`config.mk`:
```
export PLATFORM = sky130hd
export DESIGN_NAME = i2cmra_shifter
export DESIGN_NICKNAME = d
export VERILOG_FILES = /design/src/design/i2cmra_pkg.sv /design/src/design/i2cmra_shifter.sv
export SDC_FILE = /design/constraint.sdc
export NUM_CORES = 1
export LEC_CHECK = 0
export BUFFER_PORTS_ARGS = -buffer_cell sky130_fd_sc_hd__buf_2
export CORE_MARGIN = 1
export CORE_UTILIZATION = 40
export DETAILED_ROUTE_END_ITERATION = 10
export GPL_TIMING_DRIVEN = 0
export PLACE_DENSITY = 0.75
export SETUP_SLACK_MARGIN = 0.5
export SYNTH_ARGS = -nofsm -noshare
export SYNTH_HDL_FRONTEND = slang
export SYNTH_SLANG_ARGS = --single-unit
```
`constraint.sdc`:
```
create_clock -name clock -period 1.25 [get_ports clock]
set_clock_uncertainty 0.15 [all_clocks]
set_input_delay 0 -clock clock [delete_from_list [all_inputs] [get_ports clock]]
set_output_delay 0 -clock clock [all_outputs]
set_load 0.05 [all_outputs]
```
`src/design/i2cmra_pkg.sv`:
```
// shared types and codes of the i2c master register access unit
package i2cmra_pkg;

   localparam logic [1:0] ACT_BEGIN_WRITE = 2'd0;
   localparam logic [1:0] ACT_BEGIN_READ  = 2'd1;
   localparam logic [1:0] ACT_WRITE_DATA  = 2'd2;
   localparam logic [1:0] ACT_READ_DATA   = 2'd3;

   localparam logic [1:0] KIND_START    = 2'd0;
   localparam logic [1:0] KIND_STOP     = 2'd1;
   localparam logic [1:0] KIND_DRIVEN   = 2'd2;
   localparam logic [1:0] KIND_RELEASED = 2'd3;

   localparam logic [1:0] STATUS_OK     = 2'd0;
   localparam logic [1:0] STATUS_NACK   = 2'd1;
   localparam logic [1:0] STATUS_REJECT = 2'd2;

   localparam logic RW_WRITE = 1'b0;
   localparam logic RW_READ  = 1'b1;

   localparam logic [2:0] BIT_LAST = 3'd7;

   typedef struct packed {
      logic [1:0] action;
      logic [6:0] slave_addr;
      logic [7:0] sub_addr;
      logic [7:0] write_data;
      logic       last_byte;
      logic [7:0] slave_bits;
   } req_type;

   typedef struct packed {
      logic [1:0] slot_kind;
      logic       sda_level;
      logic [7:0] read_value;
      logic [1:0] status;
      logic       last;
   } rsp_type;

   typedef enum logic [3:0] {
      ST_IDLE,
      ST_START1,
      ST_DEV_W,
      ST_ACK_DEV,
      ST_REG,
      ST_ACK_REG,
      ST_START2,
      ST_DEV_R,
      ST_ACK_DEV_R,
      ST_WDATA,
      ST_ACK_DATA,
      ST_RDATA,
      ST_MACK,
      ST_STOP,
      ST_REJECT
   } state_type;

   typedef struct packed {
      logic       tx_load;
      logic [7:0] tx_data;
      logic       tx_shift;
      logic       rx_load;
      logic [7:0] rx_data;
      logic       rx_shift_left;
      logic       rx_shift_right;
   } shift_ctrl_type;

   typedef struct packed {
      logic       tx_bit;
      logic       rx_msb;
      logic       rx_lsb;
      logic [7:0] rval;
   } shift_stat_type;

endpackage

```
`src/design/i2cmra_shifter.sv`:
```
// bit-serial transmit and sample shift registers with read byte assembly
module i2cmra_shifter (
   input  logic                     clock,
   input  i2cmra_pkg::shift_ctrl_type ctrl,
   output i2cmra_pkg::shift_stat_type stat
);

   logic [7:0] tx_ff, tx_in;
   logic [7:0] rx_ff, rx_in;
   logic [7:0] rval_ff, rval_in;

   always_comb begin
      tx_in = tx_ff;
      if (ctrl.tx_load) begin
         tx_in = ctrl.tx_data;
      end else if (ctrl.tx_shift) begin
         tx_in = {tx_ff[6:0], 1'b0};
      end
   end

   always_comb begin
      rx_in   = rx_ff;
      rval_in = rval_ff;
      if (ctrl.rx_load) begin
         rx_in   = ctrl.rx_data;
         rval_in = '0;
      end else if (ctrl.rx_shift_left) begin
         rx_in   = {rx_ff[6:0], 1'b0};
         rval_in = {rval_ff[6:0], rx_ff[7]};
      end else if (ctrl.rx_shift_right) begin
         rx_in = {1'b0, rx_ff[7:1]};
      end
   end

   always_ff @(posedge clock) begin
      tx_ff   <= tx_in;
      rx_ff   <= rx_in;
      rval_ff <= rval_in;
   end

   assign stat.tx_bit = tx_ff[7];
   assign stat.rx_msb = rx_ff[7];
   assign stat.rx_lsb = rx_ff[0];
   assign stat.rval   = rval_ff;

endmodule

```
==> run_results.csv <==
group,metric,value,unit
status,status,"finished, violations left",
status,violations,"hold timing",
job,drv_cap,0,
placed_design,dp_hpwl,1.41,mm
detailed_routing,highest_layer,"met4",
sta,maxSlewHeadroom,89.2,%
sta,slew_violations,0,
clocking,cts_tree,"yes",
yosys,synth_compound_area_share,4.14,%
floorplan,start_util,42.7,%
placed_design,gp_congestion,0.718,
sta,min_period,1200,ps
setup_path,endpoint_kind,"flip-flop",
floorplan,pin_count,33,
cells_and_area,fin_nets,145,
floorplan,die_h,53.4,microns
cells_and_area,drive_above_1_share,54.5,%
yosys,seq_area_frac_synth,60.6,%
detailed_routing,first_pass_iters,2,
yosys,ys_ff_latch,24,
detailed_routing,avgRoutedWirePerCell,13.9,microns
global_route,antenna_found_initial,0,
detailed_routing,route.met3.wl,73,microns
cells_and_area,syn2layout_area_growth,43.4,%
global_route,track_usage,16.7,%
power,power.density,1030,nW/um^2
setup_path,critPathLaunchType,"flip-flop",
clocking,clock_tree.buffer_depth,2,
setup_path,cp_data_required_time,1160,ps
power,pwr-share-clk,20.4,%
clocking,cts_made_buffers,3,
cells_and_area,fillers,212,
sta,rsz0062_at_grt,"true",
sta,fin_setup_tns,0,ps
placed_design,portBuffers,30,
floorplan,num_rows,18,
clocking,cts.sinks,24,
yosys,syn_nets,103,
sta,holdWs,-162,ps
floorplan,coreArea,2480,sq um
yosys,ys_warn_count,0,
yosys,synthXorXnorAreaFrac,0,%
detailed_routing,drcViolationCount,0,
global_route,grt-ovfl-total,0,
power,p_leak,0.662,nW
setup_path,path_max_fanout,2,
cells_and_area,final_core_util,61.2,%
floorplan,die_area,2850,sq um
floorplan,dieWidth,53.4,microns
detailed_routing,m1WireLength,831,microns
cells_and_area,antennaDiodeCount,0,
yosys,synth_top_family_by_area,"multiplexers",
yosys,ys_types,17,
detailed_routing,initialDrtViolationCount,5,
power,intPower,1.19,mW
clocking,clk_latency,300,ps
sta,finalSetupViolCount,0,
clocking,cts-root-buf,"clkbuf_4",
power,p_sw_share,24.3,%
yosys,syn_inst,81,
yosys,yosys.area_share.simple,8.05,%
detailed_routing,via_per_inst,4.91,
power,vdd_drop_max,0.731,mV
yosys,synth_top_area_share,45.4,%
sta,hold_violations,38,
global_route,grt_pass1_vias,802,
sta,period_share,95.9,%
yosys,synthesis.area,1060,sq um
power,power_frac_seq,59.8,%
hold_path,hp-class,"in2reg",
cells_and_area,stdcell_area,1520,sq um
power,p_switching,0.381,mW
detailed_routing,vias,742,
yosys,muxShareOfSynthArea,20.7,%
detailed_routing,wl_met2,1.18,mm
yosys,synth_largest_area_cell,"edfxtp_1",
global_route,grt_max_degree,13,
yosys,syn_area_per_cell,13.1,sq um
yosys,synth_area_leaders,"edfxtp_1 (45%), dfxtp_1 (15%), mux2i_1 (13%)",
clocking,clkTransAtPathRegs,120,ps
setup_path,arrival,1110,ps
placed_design,placedInstanceArea,1300,sq um
setup_path,crit_type,"reg2reg",
detailed_routing,ant_nets,0,
detailed_routing,wl,2.10,mm
clocking,htree_levels,1,
power,p_comb_share,19.8,%
sta,fmax,835,MHz
global_route,grt_first_pass_wirelength,3.34,mm
sta,worst_slew_pin_slew,157,ps
yosys,synthAdderAreaFrac,0,%
-- worst max-delay path, cell delays in order (launching register included) --
cell and delay, ps:
edfxtp_1 440, buf_6 140, mux2i_1 150, o21ai_1 80
-- layout by cell type (no fill, tap or decap), drive strengths merged --
cell type   n
buf        45
edfxtp     16
mux2i      14
nor2        9
nand2       8
dfxtp       8
mux2        7
o21ai       7
clkbuf      3
a22o        1
or2         1
or3         1
and2        1
-- per-stage QoR --
step	hold WS, ps	instances	setup slack (ps)	power [mW]
after floorplan	43.5	81	264	1.13
after global placement	136	141	222	1.19
after detailed placement	144	141	214	1.20
after CTS	-178	150	63.9	1.56
after global routing	-173	151	16.9	1.63
final	-162	151	51.9	1.57
-- what timing repair did --
action | 4_1_cts | 5_1_grt
endpoints found under the hold margin | 38 | 36
resized for setup | 35 | 6
endpoints found under the setup margin | 34 | 34
cloned | 0 | 0
setup buffers | 6 | 1
pin swaps | 3 | 4
-- kinds of logic (layout without fill, tap and decap cells) --
family                 after synthesis  after routing
AOI/OAI and AO/OA                    8              8
buffers and inverters                8             48
DFF                                 24             24
muxes                               21             21
and+or+nand+nor                     20             20
-- sequential cells by signal, indices dropped and copies added, names as in the netlist --
| name | count |
|---|---|
| rval_ff | 8 |
| rx_ff | 8 |
| tx_ff | 8 |
-- synthesized netlist by cell type --
library cell  number
edfxtp_1          16
mux2i_1           14
dfxtp_1            8
nand2_1            8
nor2_1             8
mux2_2             7
o21ai_0            6
buf_2              3
buf_4              3
a22o_1             1
and2_1             1
buf_12             1
buf_6              1
nor2_2             1
o21ai_1            1
or2_2              1
or3_1              1
-- power by group through the flow --
stage	sequential, mW	clock [mW]	combinational (mW)
global placement	0.948	0	0.240
detailed placement	0.953	0	0.247
global route	0.944	0.358	0.331
finish	0.937	0.320	0.311
floorplan	0.954	0	0.171
CTS	0.935	0.331	0.292
-- metal layers --
| metal | vias to the layer above | GRT usage, % |
|---|---|---|
| met5 | - | 0 |
| met4 | 0 | 7.89 |
| met3 | 2 | 2.59 |
| met2 | 14 | 32.5 |
| met1 | 359 | 16.8 |
| li1 | 367 | - |
-- layout make-up --
cell class / count / area (sq um) / area share [%]
tap: 30 / 37.5 / 2.48
multi-input combinational: 49 / 355 / 23.4
clock buffer: 3 / 22.5 / 1.49
timing repair buffer: 37 / 335 / 22.1
buffer: 8 / 95.1 / 6.27
sequential: 24 / 671 / 44.2
-- path summary, 6_finish.rpt --
kind | from | end | slack, ps | cells after the start
worst max-delay path | rx_ff[7] | rx_ff[6] | 50 | 3
worst min-delay path | ctrl[13] | tx_ff[1] | -160 | 2
worst max register to register | rx_ff[7] | rx_ff[6] | 50 | 3
worst min register to register | rval_ff[7] | rval_ff[7] | 380 | 2
(Power assumes the default switching activity.)
